File: src/ddps_pkg.sv
`default_nettype none

package ddps_pkg;

  // Input item kinds.
  localparam logic [1:0] KIND_TICK  = 2'd0;
  localparam logic [1:0] KIND_DRIVE = 2'd1;
  localparam logic [1:0] KIND_STOP  = 2'd2;

  // Configuration port.
  localparam int unsigned CFG_IDX_W  = 3;
  localparam int unsigned CFG_DATA_W = 16;

  localparam logic [CFG_IDX_W-1:0] CFG_PROP_GAIN      = 3'd0;
  localparam logic [CFG_IDX_W-1:0] CFG_DERIV_GAIN     = 3'd1;
  localparam logic [CFG_IDX_W-1:0] CFG_WHEEL_RATIO    = 3'd2;
  localparam logic [CFG_IDX_W-1:0] CFG_RAMP_STEP      = 3'd3;
  localparam logic [CFG_IDX_W-1:0] CFG_DISTANCE_SCALE = 3'd4;

  // Operand pairs of the shared multiplier.
  typedef enum logic [2:0] {
    MUL_L_RATIO,
    MUL_HALF_SCALE,
    MUL_KP_LO,
    MUL_KP_HI,
    MUL_KD_LO,
    MUL_KD_HI
  } mul_sel_e;

  // Accumulator operations for the PD sum.
  typedef enum logic [1:0] {
    ACC_HOLD,
    ACC_LOAD,
    ACC_ADD,
    ACC_ADD_HI
  } acc_op_e;

  typedef struct packed {
    logic     capture;
    logic     drive;
    logic     stop;
    mul_sel_e mul_sel;
    acc_op_e  acc_op;
    logic     half_ld;
    logic     err_ld;
    logic     dist_ld;
    logic     sum_ld;
    logic     load_out;
    logic     idle_out;
  } ddps_cmd_t;

  typedef struct packed {
    logic mode_straight;
  } ddps_status_t;

endpackage

`default_nettype wire

File: src/differential_drive_pd_sync_ramp_top.sv
`default_nettype none

// Two-wheel straight-line synchronizer. Each input transaction is a tick with
// both tachometer positions, a drive command or a stop command. A drive command
// stores the negated speed as the duty setpoint and enters straight mode; a stop
// command clears the ramp, setpoint, previous error and distance, captures the
// position baselines from its own position fields and returns to idle. Commands
// and the unused kind code give no result and leave the block ready. A tick in
// idle mode passes through state S_IDLT and returns zero duties with the held
// distance. A tick in straight mode returns PD-corrected left and right duties
// and the distance since the last stop; it occupies the block through states
// S_M1 to S_M7, S_SUM and S_FIN before the next transaction can be accepted,
// while one shared 17x34-bit multiplier forms the six partial products of the
// error, the distance and the two gain terms one after another. The result
// sits in an output register, so a waiting result does not block acceptance of
// the next transaction; only the final step of the following tick waits for it
// to be taken. Configuration writes are always ready and must only be issued
// while the block is idle.
module differential_drive_pd_sync_ramp_top #(
  parameter int unsigned DUTY_LIMIT    = 100,
  parameter int unsigned POSITION_BITS = 32
) (
  input  wire logic                            clk_i,
  input  wire logic                            rst_ni,

  // Item input channel.
  input  wire logic                            in_valid_i,
  output logic                                 in_ready_o,
  input  wire logic [1:0]                      kind_i,
  input  wire logic signed [7:0]               speed_command_i,
  input  wire logic signed [31:0]              left_position_i,
  input  wire logic signed [31:0]              right_position_i,

  // Result output channel.
  output logic                                 out_valid_o,
  input  wire logic                            out_ready_i,
  output logic signed [7:0]                    left_duty_o,
  output logic signed [7:0]                    right_duty_o,
  output logic                                 drive_active_o,
  output logic signed [31:0]                   distance_o,

  // Configuration write channel.
  input  wire logic                            cfg_valid_i,
  output logic                                 cfg_ready_o,
  input  wire logic [ddps_pkg::CFG_IDX_W-1:0]  cfg_index_i,
  input  wire logic [ddps_pkg::CFG_DATA_W-1:0] cfg_data_i
);

  ddps_pkg::ddps_cmd_t    cmd;
  ddps_pkg::ddps_status_t status;

  // Register writes complete in the cycle they are presented.
  assign cfg_ready_o = 1'b1;

  // The controller sequences the multiplier steps and owns both handshakes.
  ddps_ctrl u_ctrl (
    .clk_i       (clk_i),
    .rst_ni      (rst_ni),
    .in_valid_i  (in_valid_i),
    .kind_i      (kind_i),
    .out_ready_i (out_ready_i),
    .status_i    (status),
    .in_ready_o  (in_ready_o),
    .out_valid_o (out_valid_o),
    .cmd_o       (cmd)
  );

  // The datapath holds configuration, motion state and the result register.
  ddps_dp #(
    .DUTY_LIMIT    (DUTY_LIMIT),
    .POSITION_BITS (POSITION_BITS)
  ) u_dp (
    .clk_i            (clk_i),
    .rst_ni           (rst_ni),
    .cmd_i            (cmd),
    .status_o         (status),
    .cfg_valid_i      (cfg_valid_i),
    .cfg_index_i      (cfg_index_i),
    .cfg_data_i       (cfg_data_i),
    .speed_command_i  (speed_command_i),
    .left_position_i  (left_position_i),
    .right_position_i (right_position_i),
    .left_duty_o      (left_duty_o),
    .right_duty_o     (right_duty_o),
    .drive_active_o   (drive_active_o),
    .distance_o       (distance_o)
  );

endmodule

`default_nettype wire

File: src/ddps_ctrl.sv
`default_nettype none

module ddps_ctrl (
  input  wire logic                  clk_i,
  input  wire logic                  rst_ni,
  input  wire logic                  in_valid_i,
  input  wire logic [1:0]            kind_i,
  input  wire logic                  out_ready_i,
  input  wire ddps_pkg::ddps_status_t status_i,
  output logic                       in_ready_o,
  output logic                       out_valid_o,
  output ddps_pkg::ddps_cmd_t        cmd_o
);

  localparam logic [3:0] S_IDLE = 4'd0;
  localparam logic [3:0] S_M1   = 4'd1;
  localparam logic [3:0] S_M2   = 4'd2;
  localparam logic [3:0] S_M3   = 4'd3;
  localparam logic [3:0] S_M4   = 4'd4;
  localparam logic [3:0] S_M5   = 4'd5;
  localparam logic [3:0] S_M6   = 4'd6;
  localparam logic [3:0] S_M7   = 4'd7;
  localparam logic [3:0] S_SUM  = 4'd8;
  localparam logic [3:0] S_FIN  = 4'd9;
  localparam logic [3:0] S_IDLT = 4'd10;

  logic [3:0] state_q, state_d;
  logic       out_valid_q, out_valid_d;
  logic       out_free;

  assign out_free    = !out_valid_q || out_ready_i;
  assign in_ready_o  = (state_q == S_IDLE);
  assign out_valid_o = out_valid_q;

  always_comb begin
    state_d        = state_q;
    cmd_o          = '0;
    cmd_o.mul_sel  = ddps_pkg::MUL_L_RATIO;
    cmd_o.acc_op   = ddps_pkg::ACC_HOLD;
    case (state_q)
      S_IDLE: begin
        if (in_valid_i) begin
          case (kind_i)
            ddps_pkg::KIND_TICK: begin
              cmd_o.capture = 1'b1;
              state_d = status_i.mode_straight ? S_M1 : S_IDLT;
            end
            ddps_pkg::KIND_DRIVE: cmd_o.drive = 1'b1;
            ddps_pkg::KIND_STOP:  cmd_o.stop  = 1'b1;
            default: ;
          endcase
        end
      end
      S_M1: begin
        cmd_o.mul_sel = ddps_pkg::MUL_L_RATIO;
        cmd_o.half_ld = 1'b1;
        state_d = S_M2;
      end
      S_M2: begin
        cmd_o.mul_sel = ddps_pkg::MUL_HALF_SCALE;
        cmd_o.err_ld  = 1'b1;
        state_d = S_M3;
      end
      S_M3: begin
        cmd_o.mul_sel = ddps_pkg::MUL_KP_LO;
        cmd_o.dist_ld = 1'b1;
        state_d = S_M4;
      end
      S_M4: begin
        cmd_o.mul_sel = ddps_pkg::MUL_KP_HI;
        cmd_o.acc_op  = ddps_pkg::ACC_LOAD;
        state_d = S_M5;
      end
      S_M5: begin
        cmd_o.mul_sel = ddps_pkg::MUL_KD_LO;
        cmd_o.acc_op  = ddps_pkg::ACC_ADD_HI;
        state_d = S_M6;
      end
      S_M6: begin
        cmd_o.mul_sel = ddps_pkg::MUL_KD_HI;
        cmd_o.acc_op  = ddps_pkg::ACC_ADD;
        state_d = S_M7;
      end
      S_M7: begin
        cmd_o.acc_op = ddps_pkg::ACC_ADD_HI;
        state_d = S_SUM;
      end
      S_SUM: begin
        cmd_o.sum_ld = 1'b1;
        state_d = S_FIN;
      end
      S_FIN: begin
        if (out_free) begin
          cmd_o.load_out = 1'b1;
          state_d = S_IDLE;
        end
      end
      S_IDLT: begin
        if (out_free) begin
          cmd_o.idle_out = 1'b1;
          state_d = S_IDLE;
        end
      end
      default: state_d = S_IDLE;
    endcase
  end

  always_comb begin
    if (cmd_o.load_out || cmd_o.idle_out) begin
      out_valid_d = 1'b1;
    end else if (out_ready_i) begin
      out_valid_d = 1'b0;
    end else begin
      out_valid_d = out_valid_q;
    end
  end

  always_ff @(posedge clk_i or negedge rst_ni) begin
    if (!rst_ni) begin
      state_q     <= S_IDLE;
      out_valid_q <= 1'b0;
    end else begin
      state_q     <= state_d;
      out_valid_q <= out_valid_d;
    end
  end

endmodule

`default_nettype wire

File: src/ddps_dp.sv
`default_nettype none

module ddps_dp #(
  parameter int unsigned DUTY_LIMIT    = 100,
  parameter int unsigned POSITION_BITS = 32
) (
  input  wire logic                               clk_i,
  input  wire logic                               rst_ni,
  input  wire ddps_pkg::ddps_cmd_t                cmd_i,
  output ddps_pkg::ddps_status_t                  status_o,
  input  wire logic                               cfg_valid_i,
  input  wire logic [ddps_pkg::CFG_IDX_W-1:0]     cfg_index_i,
  input  wire logic [ddps_pkg::CFG_DATA_W-1:0]    cfg_data_i,
  input  wire logic signed [7:0]                  speed_command_i,
  input  wire logic signed [31:0]                 left_position_i,
  input  wire logic signed [31:0]                 right_position_i,
  output logic signed [7:0]                       left_duty_o,
  output logic signed [7:0]                       right_duty_o,
  output logic                                    drive_active_o,
  output logic signed [31:0]                      distance_o
);

  localparam int unsigned P = POSITION_BITS;

  localparam logic signed [51:0] ErrMax  = (52'sd1 <<< 47) - 52'sd1;
  localparam logic signed [51:0] ErrMin  = -(52'sd1 <<< 47);
  localparam logic signed [48:0] DiffMax = 49'sd1 <<< 40;
  localparam logic signed [48:0] DiffMin = -(49'sd1 <<< 40);
  localparam logic signed [50:0] DistMax = (51'sd1 <<< 31) - 51'sd1;
  localparam logic signed [50:0] DistMin = -(51'sd1 <<< 31);
  localparam logic signed [66:0] LimQ    = $signed(67'(DUTY_LIMIT) <<< 22);
  localparam logic signed [66:0] LimQNeg = -LimQ;

  // Configuration registers.
  logic signed [15:0] kp_q, kd_q;
  logic        [15:0] ratio_q, scale_q;
  logic        [14:0] step_q;

  // Motion state.
  logic               mode_q;
  logic signed [7:0]  sp_q;
  logic signed [15:0] ramp_q;
  logic signed [47:0] prev_q;
  logic [P-1:0]       lbase_q, rbase_q;
  logic signed [31:0] held_q;

  // Per-tick working registers.
  logic signed [P-1:0] l_q, r_q;
  logic signed [P:0]   nhalf_q;
  logic signed [50:0]  prod_q;
  logic signed [47:0]  err_q;
  logic signed [41:0]  diff_q;
  logic signed [31:0]  dist_q;
  logic signed [65:0]  acc_q;
  logic signed [66:0]  sum_l_q, sum_r_q;

  // Result register.
  logic signed [7:0]  left_q, right_q;
  logic               active_q;
  logic signed [31:0] dist_out_q;

  logic signed [16:0] mul_a;
  logic signed [33:0] mul_b;
  logic signed [P:0]  pos_sum, pos_adj, half;
  logic signed [51:0] err_full;
  logic signed [48:0] diff_full;
  logic signed [66:0] base;
  logic signed [17:0] target, step_s, lo_lim, hi_lim, ramp1, ramp2;
  logic signed [15:0] ramp_next;
  logic signed [9:0]  duty_l, duty_r;

  function automatic logic signed [9:0] duty_f(input logic signed [66:0] v);
    logic signed [66:0] c;
    logic signed [31:0] t;
    begin
      if (v > LimQ) begin
        c = LimQ;
      end else if (v < LimQNeg) begin
        c = LimQNeg;
      end else begin
        c = v;
      end
      t = 32'(c);
      if (t < 0) begin
        t = t + 32'sd4194303;
      end
      duty_f = 10'(t >>> 22);
    end
  endfunction

  assign status_o.mode_straight = mode_q;

  // Shared multiplier operand selection.
  always_comb begin
    case (cmd_i.mul_sel)
      ddps_pkg::MUL_L_RATIO: begin
        mul_a = $signed({1'b0, ratio_q});
        mul_b = 34'(l_q);
      end
      ddps_pkg::MUL_HALF_SCALE: begin
        mul_a = $signed({1'b0, scale_q});
        mul_b = 34'(nhalf_q);
      end
      ddps_pkg::MUL_KP_LO: begin
        mul_a = 17'(kp_q);
        mul_b = $signed({10'b0, err_q[23:0]});
      end
      ddps_pkg::MUL_KP_HI: begin
        mul_a = 17'(kp_q);
        mul_b = 34'($signed(err_q[47:24]));
      end
      ddps_pkg::MUL_KD_LO: begin
        mul_a = 17'(kd_q);
        mul_b = $signed({10'b0, diff_q[23:0]});
      end
      ddps_pkg::MUL_KD_HI: begin
        mul_a = 17'(kd_q);
        mul_b = 34'($signed(diff_q[41:24]));
      end
      default: begin
        mul_a = '0;
        mul_b = '0;
      end
    endcase
  end

  // Half-sum of the positions, truncated toward zero.
  assign pos_sum = (P+1)'(l_q) + (P+1)'(r_q);
  assign pos_adj = pos_sum + $signed({{P{1'b0}}, pos_sum[P]});
  assign half    = pos_adj >>> 1;

  assign err_full  = 52'(prod_q) - (52'(r_q) <<< 14);
  assign diff_full = 49'(err_q) - 49'(prev_q);
  assign base      = 67'(ramp_q) <<< 14;

  // Ramp toward the setpoint.
  assign target = 18'(sp_q) <<< 8;
  assign step_s = $signed({3'b0, step_q});
  assign lo_lim = target - step_s;
  assign hi_lim = target + step_s;
  assign ramp1  = (18'(ramp_q) < lo_lim) ? 18'(ramp_q) + step_s : 18'(ramp_q);
  assign ramp2  = (ramp1 > hi_lim) ? ramp1 - step_s : ramp1;
  assign ramp_next = (ramp2 > 18'sd32767)  ? 16'sh7FFF :
                     (ramp2 < -18'sd32768) ? 16'sh8000 : 16'(ramp2);

  assign duty_l = duty_f(sum_l_q);
  assign duty_r = duty_f(sum_r_q);

  always_ff @(posedge clk_i or negedge rst_ni) begin
    if (!rst_ni) begin
      kp_q    <= 16'sd256;
      kd_q    <= 16'sd0;
      ratio_q <= 16'd16384;
      step_q  <= 15'd256;
      scale_q <= 16'd1000;
    end else if (cfg_valid_i) begin
      case (cfg_index_i)
        ddps_pkg::CFG_PROP_GAIN:      kp_q    <= $signed(cfg_data_i);
        ddps_pkg::CFG_DERIV_GAIN:     kd_q    <= $signed(cfg_data_i);
        ddps_pkg::CFG_WHEEL_RATIO:    ratio_q <= cfg_data_i;
        ddps_pkg::CFG_RAMP_STEP:      step_q  <= cfg_data_i[14:0];
        ddps_pkg::CFG_DISTANCE_SCALE: scale_q <= cfg_data_i;
        default: ;
      endcase
    end
  end

  always_ff @(posedge clk_i or negedge rst_ni) begin
    if (!rst_ni) begin
      mode_q  <= 1'b0;
      sp_q    <= '0;
      ramp_q  <= '0;
      prev_q  <= '0;
      lbase_q <= '0;
      rbase_q <= '0;
      held_q  <= '0;
    end else begin
      if (cmd_i.drive) begin
        sp_q   <= (speed_command_i == -8'sd128) ? 8'sd127 : -speed_command_i;
        mode_q <= 1'b1;
      end
      if (cmd_i.stop) begin
        sp_q    <= '0;
        ramp_q  <= '0;
        prev_q  <= '0;
        held_q  <= '0;
        lbase_q <= left_position_i[P-1:0];
        rbase_q <= right_position_i[P-1:0];
        mode_q  <= 1'b0;
      end
      if (cmd_i.load_out) begin
        prev_q <= err_q;
        held_q <= dist_q;
        ramp_q <= ramp_next;
      end
    end
  end

  always_ff @(posedge clk_i) begin
    prod_q <= mul_a * mul_b;
    if (cmd_i.capture) begin
      l_q <= $signed(left_position_i[P-1:0] - lbase_q);
      r_q <= $signed(right_position_i[P-1:0] - rbase_q);
    end
    if (cmd_i.half_ld) begin
      nhalf_q <= -half;
    end
    if (cmd_i.err_ld) begin
      if (err_full > ErrMax) begin
        err_q <= 48'(ErrMax);
      end else if (err_full < ErrMin) begin
        err_q <= 48'(ErrMin);
      end else begin
        err_q <= 48'(err_full);
      end
    end
    if (cmd_i.dist_ld) begin
      if (prod_q > DistMax) begin
        dist_q <= 32'(DistMax);
      end else if (prod_q < DistMin) begin
        dist_q <= 32'(DistMin);
      end else begin
        dist_q <= 32'(prod_q);
      end
      if (diff_full > DiffMax) begin
        diff_q <= 42'(DiffMax);
      end else if (diff_full < DiffMin) begin
        diff_q <= 42'(DiffMin);
      end else begin
        diff_q <= 42'(diff_full);
      end
    end
    case (cmd_i.acc_op)
      ddps_pkg::ACC_LOAD:   acc_q <= 66'(prod_q);
      ddps_pkg::ACC_ADD:    acc_q <= acc_q + 66'(prod_q);
      ddps_pkg::ACC_ADD_HI: acc_q <= acc_q + (66'(prod_q) <<< 24);
      default: ;
    endcase
    if (cmd_i.sum_ld) begin
      sum_l_q <= base - 67'(acc_q);
      sum_r_q <= base + 67'(acc_q);
    end
    if (cmd_i.load_out) begin
      left_q     <= duty_l[7:0];
      right_q    <= duty_r[7:0];
      active_q   <= 1'b1;
      dist_out_q <= dist_q;
    end else if (cmd_i.idle_out) begin
      left_q     <= '0;
      right_q    <= '0;
      active_q   <= 1'b0;
      dist_out_q <= held_q;
    end
  end

  assign left_duty_o    = left_q;
  assign right_duty_o   = right_q;
  assign drive_active_o = active_q;
  assign distance_o     = dist_out_q;

endmodule

`default_nettype wire

File: config.mk
export PLATFORM = sky130hd
export DESIGN_NAME = differential_drive_pd_sync_ramp_top
export DESIGN_NICKNAME = d
export VERILOG_FILES = /design/src/ddps_pkg.sv /design/src/differential_drive_pd_sync_ramp_top.sv /design/src/ddps_ctrl.sv /design/src/ddps_dp.sv
export SDC_FILE = /design/constraint.sdc
export NUM_CORES = 2
export LEC_CHECK = 0
export BUFFER_PORTS_ARGS = -buffer_cell sky130_fd_sc_hd__clkbuf_2
export CAP_MARGIN = 20
export CORE_UTILIZATION = 50
export CTS_CLUSTER_DIAMETER = 150
export DETAILED_ROUTE_END_ITERATION = 16
export GPL_ROUTABILITY_DRIVEN = 0
export HOLD_SLACK_MARGIN = 0.03
export PLACE_DENSITY_LB_ADDON = 0.15
export SLEW_MARGIN = 40
export SYNTH_ARGS = -nofsm -noshare
export SYNTH_HDL_FRONTEND = slang
export SYNTH_SLANG_ARGS = --single-unit
File: constraint.sdc
create_clock -name clk_i -period 25.2 [get_ports clk_i]
set_input_delay 2.52 -clock clk_i [delete_from_list [all_inputs] [get_ports clk_i]]
set_output_delay 2.52 -clock clk_i [all_outputs]
set_load 0.01 [all_outputs]
==> results_dict.tcl <==
set metrics [dict create \
    setup_viol 0 \
    nFillCells 13100 \
    use_met2 0.482 \
    drive_gt1_frac 0.0781 \
    num_rows 139 \
    synth_edf_count 466 \
    avgSynthCellArea_um2 9.20 \
    grt_pass1_wl_um 339000 \
    max_slew_margin 0.443 \
    synth_ff_type "edfxtp_1" \
    die_w_um 383 \
    hold_viol 0 \
    vias 58600 \
    hold_depth 2 \
    start_util 0.505 \
    grt_pass1_vias 57500 \
    synth.distinct_cells 117 \
    core_area_mm2 0.144 \
    drt_iter0_drc 4984 \
    status "complete, but fails checks" \
    timing.rr.end "u_dp.prod_q[44]$_DFF_P_" \
    antenna_cells 0 \
    finalClockSkew_ps 49.5 \
    critical-path-top-delay-family "adder cells" \
    hold_end "u_dp.drive_active_o$_SDFFE_PP1P_" \
    grtUsageMet1 0.387 \
    fin_crit_ps 11050 \
    top_usage_layer "met2" \
    r2r_start "u_ctrl.state_q[3]$_DFFE_PN0P_" \
    hold_start "u_dp.drive_active_o$_SDFFE_PP1P_" \
    die_y_um 383 \
    grt_overflow 0 \
    via_per_inst 5.89 \
    h-tree-depth 3 \
    cpMaxStageDelayCell "nor2_4" \
    detail_route.wirelength_um 220000 \
    regToRegSetupSlack_ps 14150 \
    cts_tree "built" \
    cp.required_ps 25850 \
    worstPathArrival_ps 11700 \
    grt_antenna_before_repair 10 \
    crit_path_max_incr_delay_ps 600 \
    critPathCaptureType "flop" \
    cts_setup_buffers 0 \
    ios 150 \
    cts_sinks 771 \
    yosysWarnings 0 \
    violations "design-rule violations" \
    grt_use_total 0.301 \
    postSynthCellCount 7897 \
    worstPathMaxFanout 41 \
    syn_to_final_growth_pct 8.47 \
    met3_usage 0.0490 \
    cp-start-kind "flop" \
    port_buffers 148 \
    clk_root_buffer_cell "clkbuf_16" \
    cts_resized 0 \
    grt_start_max_net_pins 87 \
    worstRegToRegCells 35 \
    rsz0062_at_grt "false" \
    path_buf_inv 9 \
    max_slew.worst_pin.slew_ps 834 \
    hold_buffers 0 \
    yosysSeqAreaShare 0.294 \
    fmax_mhz 90.5 \
    setup-tns-final_ps 0 \
    finalCritPeriodShare 0.439 \
    final_nets 9205 \
    max_cap_viol_count 0 \
    postRouteAntennaNets 0 \
    place_hpwl_um 174000 \
    wl_per_cell_um 22.2 \
    cts_made_buffers 92 \
    finalMaxSlewViolations 0 \
    async_reset_ff_frac 0.328 \
    ys_ff_latch 771 \
    hold_class "flop to flop" \
    clkLatencyLatePin_ps 730 \
    firstDrtPassIters 14 \
    dieArea_mm2 0.147 \
    drc 8 \
    path_clk_slew_ps 60 \
    clockBufferDepth 3 \
    crit_type "flop to flop" \
    synth_nets 9129 \
    synth.cell_area_mm2 0.0726 \
]
-- worst max-delay path by stage --
stage | startpoint | end | slack (ps) | cells after the start
2_1_floorplan | u_ctrl.state_q[0]$_DFFE_PN0P_ | u_dp.sum_l_q[10]$_DFFE_PP_ | 14520 | 3
3_3_place_gp | u_ctrl.state_q[1]$_DFFE_PN0P_ | u_dp.prod_q[44]$_DFF_P_ | 14330 | 33
3_5_place_dp | u_ctrl.state_q[3]$_DFFE_PN0P_ | u_dp.prod_q[44]$_DFF_P_ | 14080 | 35
4_1_cts | u_ctrl.state_q[3]$_DFFE_PN0P_ | u_dp.prod_q[44]$_DFF_P_ | 14020 | 35
5_1_grt | u_ctrl.state_q[3]$_DFFE_PN0P_ | u_dp.prod_q[44]$_DFF_P_ | 13600 | 35
6_report | u_ctrl.state_q[3]$_DFFE_PN0P_ | u_dp.prod_q[44]$_DFF_P_ | 14150 | 35
-- cells in the mapped netlist, drive strengths merged, types with 57 or more instances --
library cell,count,area (um^2)
nand4,92,576
fa,552,11100
nor2b,75,469
nor3,105,557
xnor2,332,2910
inv,988,3710
a22oi,63,473
o21ai,384,1940
nand2b,92,576
nand2,847,3180
edfxtp,466,14000
nor4,61,433
clkbuf,241,905
a21o,173,1300
o31ai,84,641
nand3,134,676
mux2,93,1050
ha,582,7280
o21a,57,428
nor2,695,2610
dfrtp,244,6110
xor2,173,1520
a21oi,477,2390
o21bai,77,578
-- registers in the layout (all words and copies together), names as in the netlist, 32 cells and up --
register / cells
u_dp.sum_l_q: 66
u_dp.lbase_q: 32
u_dp.held_q: 32
u_dp.dist_q: 32
u_dp.rbase_q: 32
u_dp.nhalf_q: 33
u_dp.diff_q: 42
u_dp.err_q: 48
u_dp.acc_q: 66
u_dp.r_q: 32
u_dp.sum_r_q: 67
u_dp.prod_q: 51
u_dp.l_q: 32
u_dp.prev_q: 48
u_dp.distance_o: 32
-- worst register-to-register path: cells and delay by family (launching register included) --
kind	cells	cell delay, ps
adders and majority gates	7	3490
and+or+nand+nor	9	2810
AOI/OAI and AO/OA	9	2380
buffers and inverters	9	1640
DFF	1	500
xor gates and xnor gates	1	160
-- kinds of logic (layout without fill, tap and decap cells) --
group / after synthesis / count (layout) / synth area share
compound gates: 1781 / 1781 / 0.162
xor+xnor: 505 / 505 / 0.0610
fa+ha+maj: 1134 / 1134 / 0.252
buf+inv: 1269 / 1422 / 0.0660
flops: 771 / 771 / 0.294
mux: 112 / 112 / 0.0173
other cells: 1 / 1 / 0.0000516
simple gates: 2324 / 2324 / 0.147
-- cells in the final DEF (no fill, tap or decap), types with 46 or more instances in the layout --
master	netlist	final
a21o_1	173	173
a21oi_1	475	471
a22o_1	46	46
a22oi_1	63	61
a31oi_1	50	50
buf_4	4	106
clkbuf_16	0	93
clkbuf_2	0	147
dfrtp_1	244	243
dfxtp_1	52	49
edfxtp_1	466	466
fa_1	552	551
ha_1	582	582
inv_1	988	987
mux2_2	93	93
nand2_1	845	845
nand2b_1	92	92
nand3_1	133	133
nand4_1	92	92
nor2_1	695	688
nor2b_1	75	75
nor3_1	100	94
nor4_1	57	57
o21a_1	57	57
o21ai_0	375	375
o21bai_1	77	77
o31ai_1	82	82
xnor2_1	332	332
xor2_1	172	172
-- metrics by stage --
step           area [um^2]  instances  setup slack, ps  utilization  hold WS, ps
2_1_floorplan        72600       7897            14520            -          454
3_3_place_gp         75800       9781            14330        0.527          456
3_5_place_dp         75800       9782            14080        0.527          465
4_1_cts              78800       9953            14020        0.548          473
5_1_grt              78800       9953            13600        0.548          492
6_report             78800       9953            14150        0.548          467
-- per-layer routing --
layer | part of all wire | vias up
li1 | - | 27300
met1 | 0.41 | 28500
met2 | 0.46 | 2139
met3 | 0.069 | 590
met4 | 0.065 | 8
met5 | 0.00029 | -
-- cell type report --
class / instances / area [um^2] / area share
sequential: 771 / 21400 / 0.271
timing repair buffer: 262 / 1650 / 0.0209
tap: 1903 / 2380 / 0.0302
inverter: 989 / 3710 / 0.0471
clock buffer: 127 / 2490 / 0.0317
multi-input combinational: 5857 / 46800 / 0.593
clock inverter: 44 / 428 / 0.00543
Power is left out: the tool's default activity adds up to more than one toggle a clock period on the data nets, which glitch-free logic cannot reach.
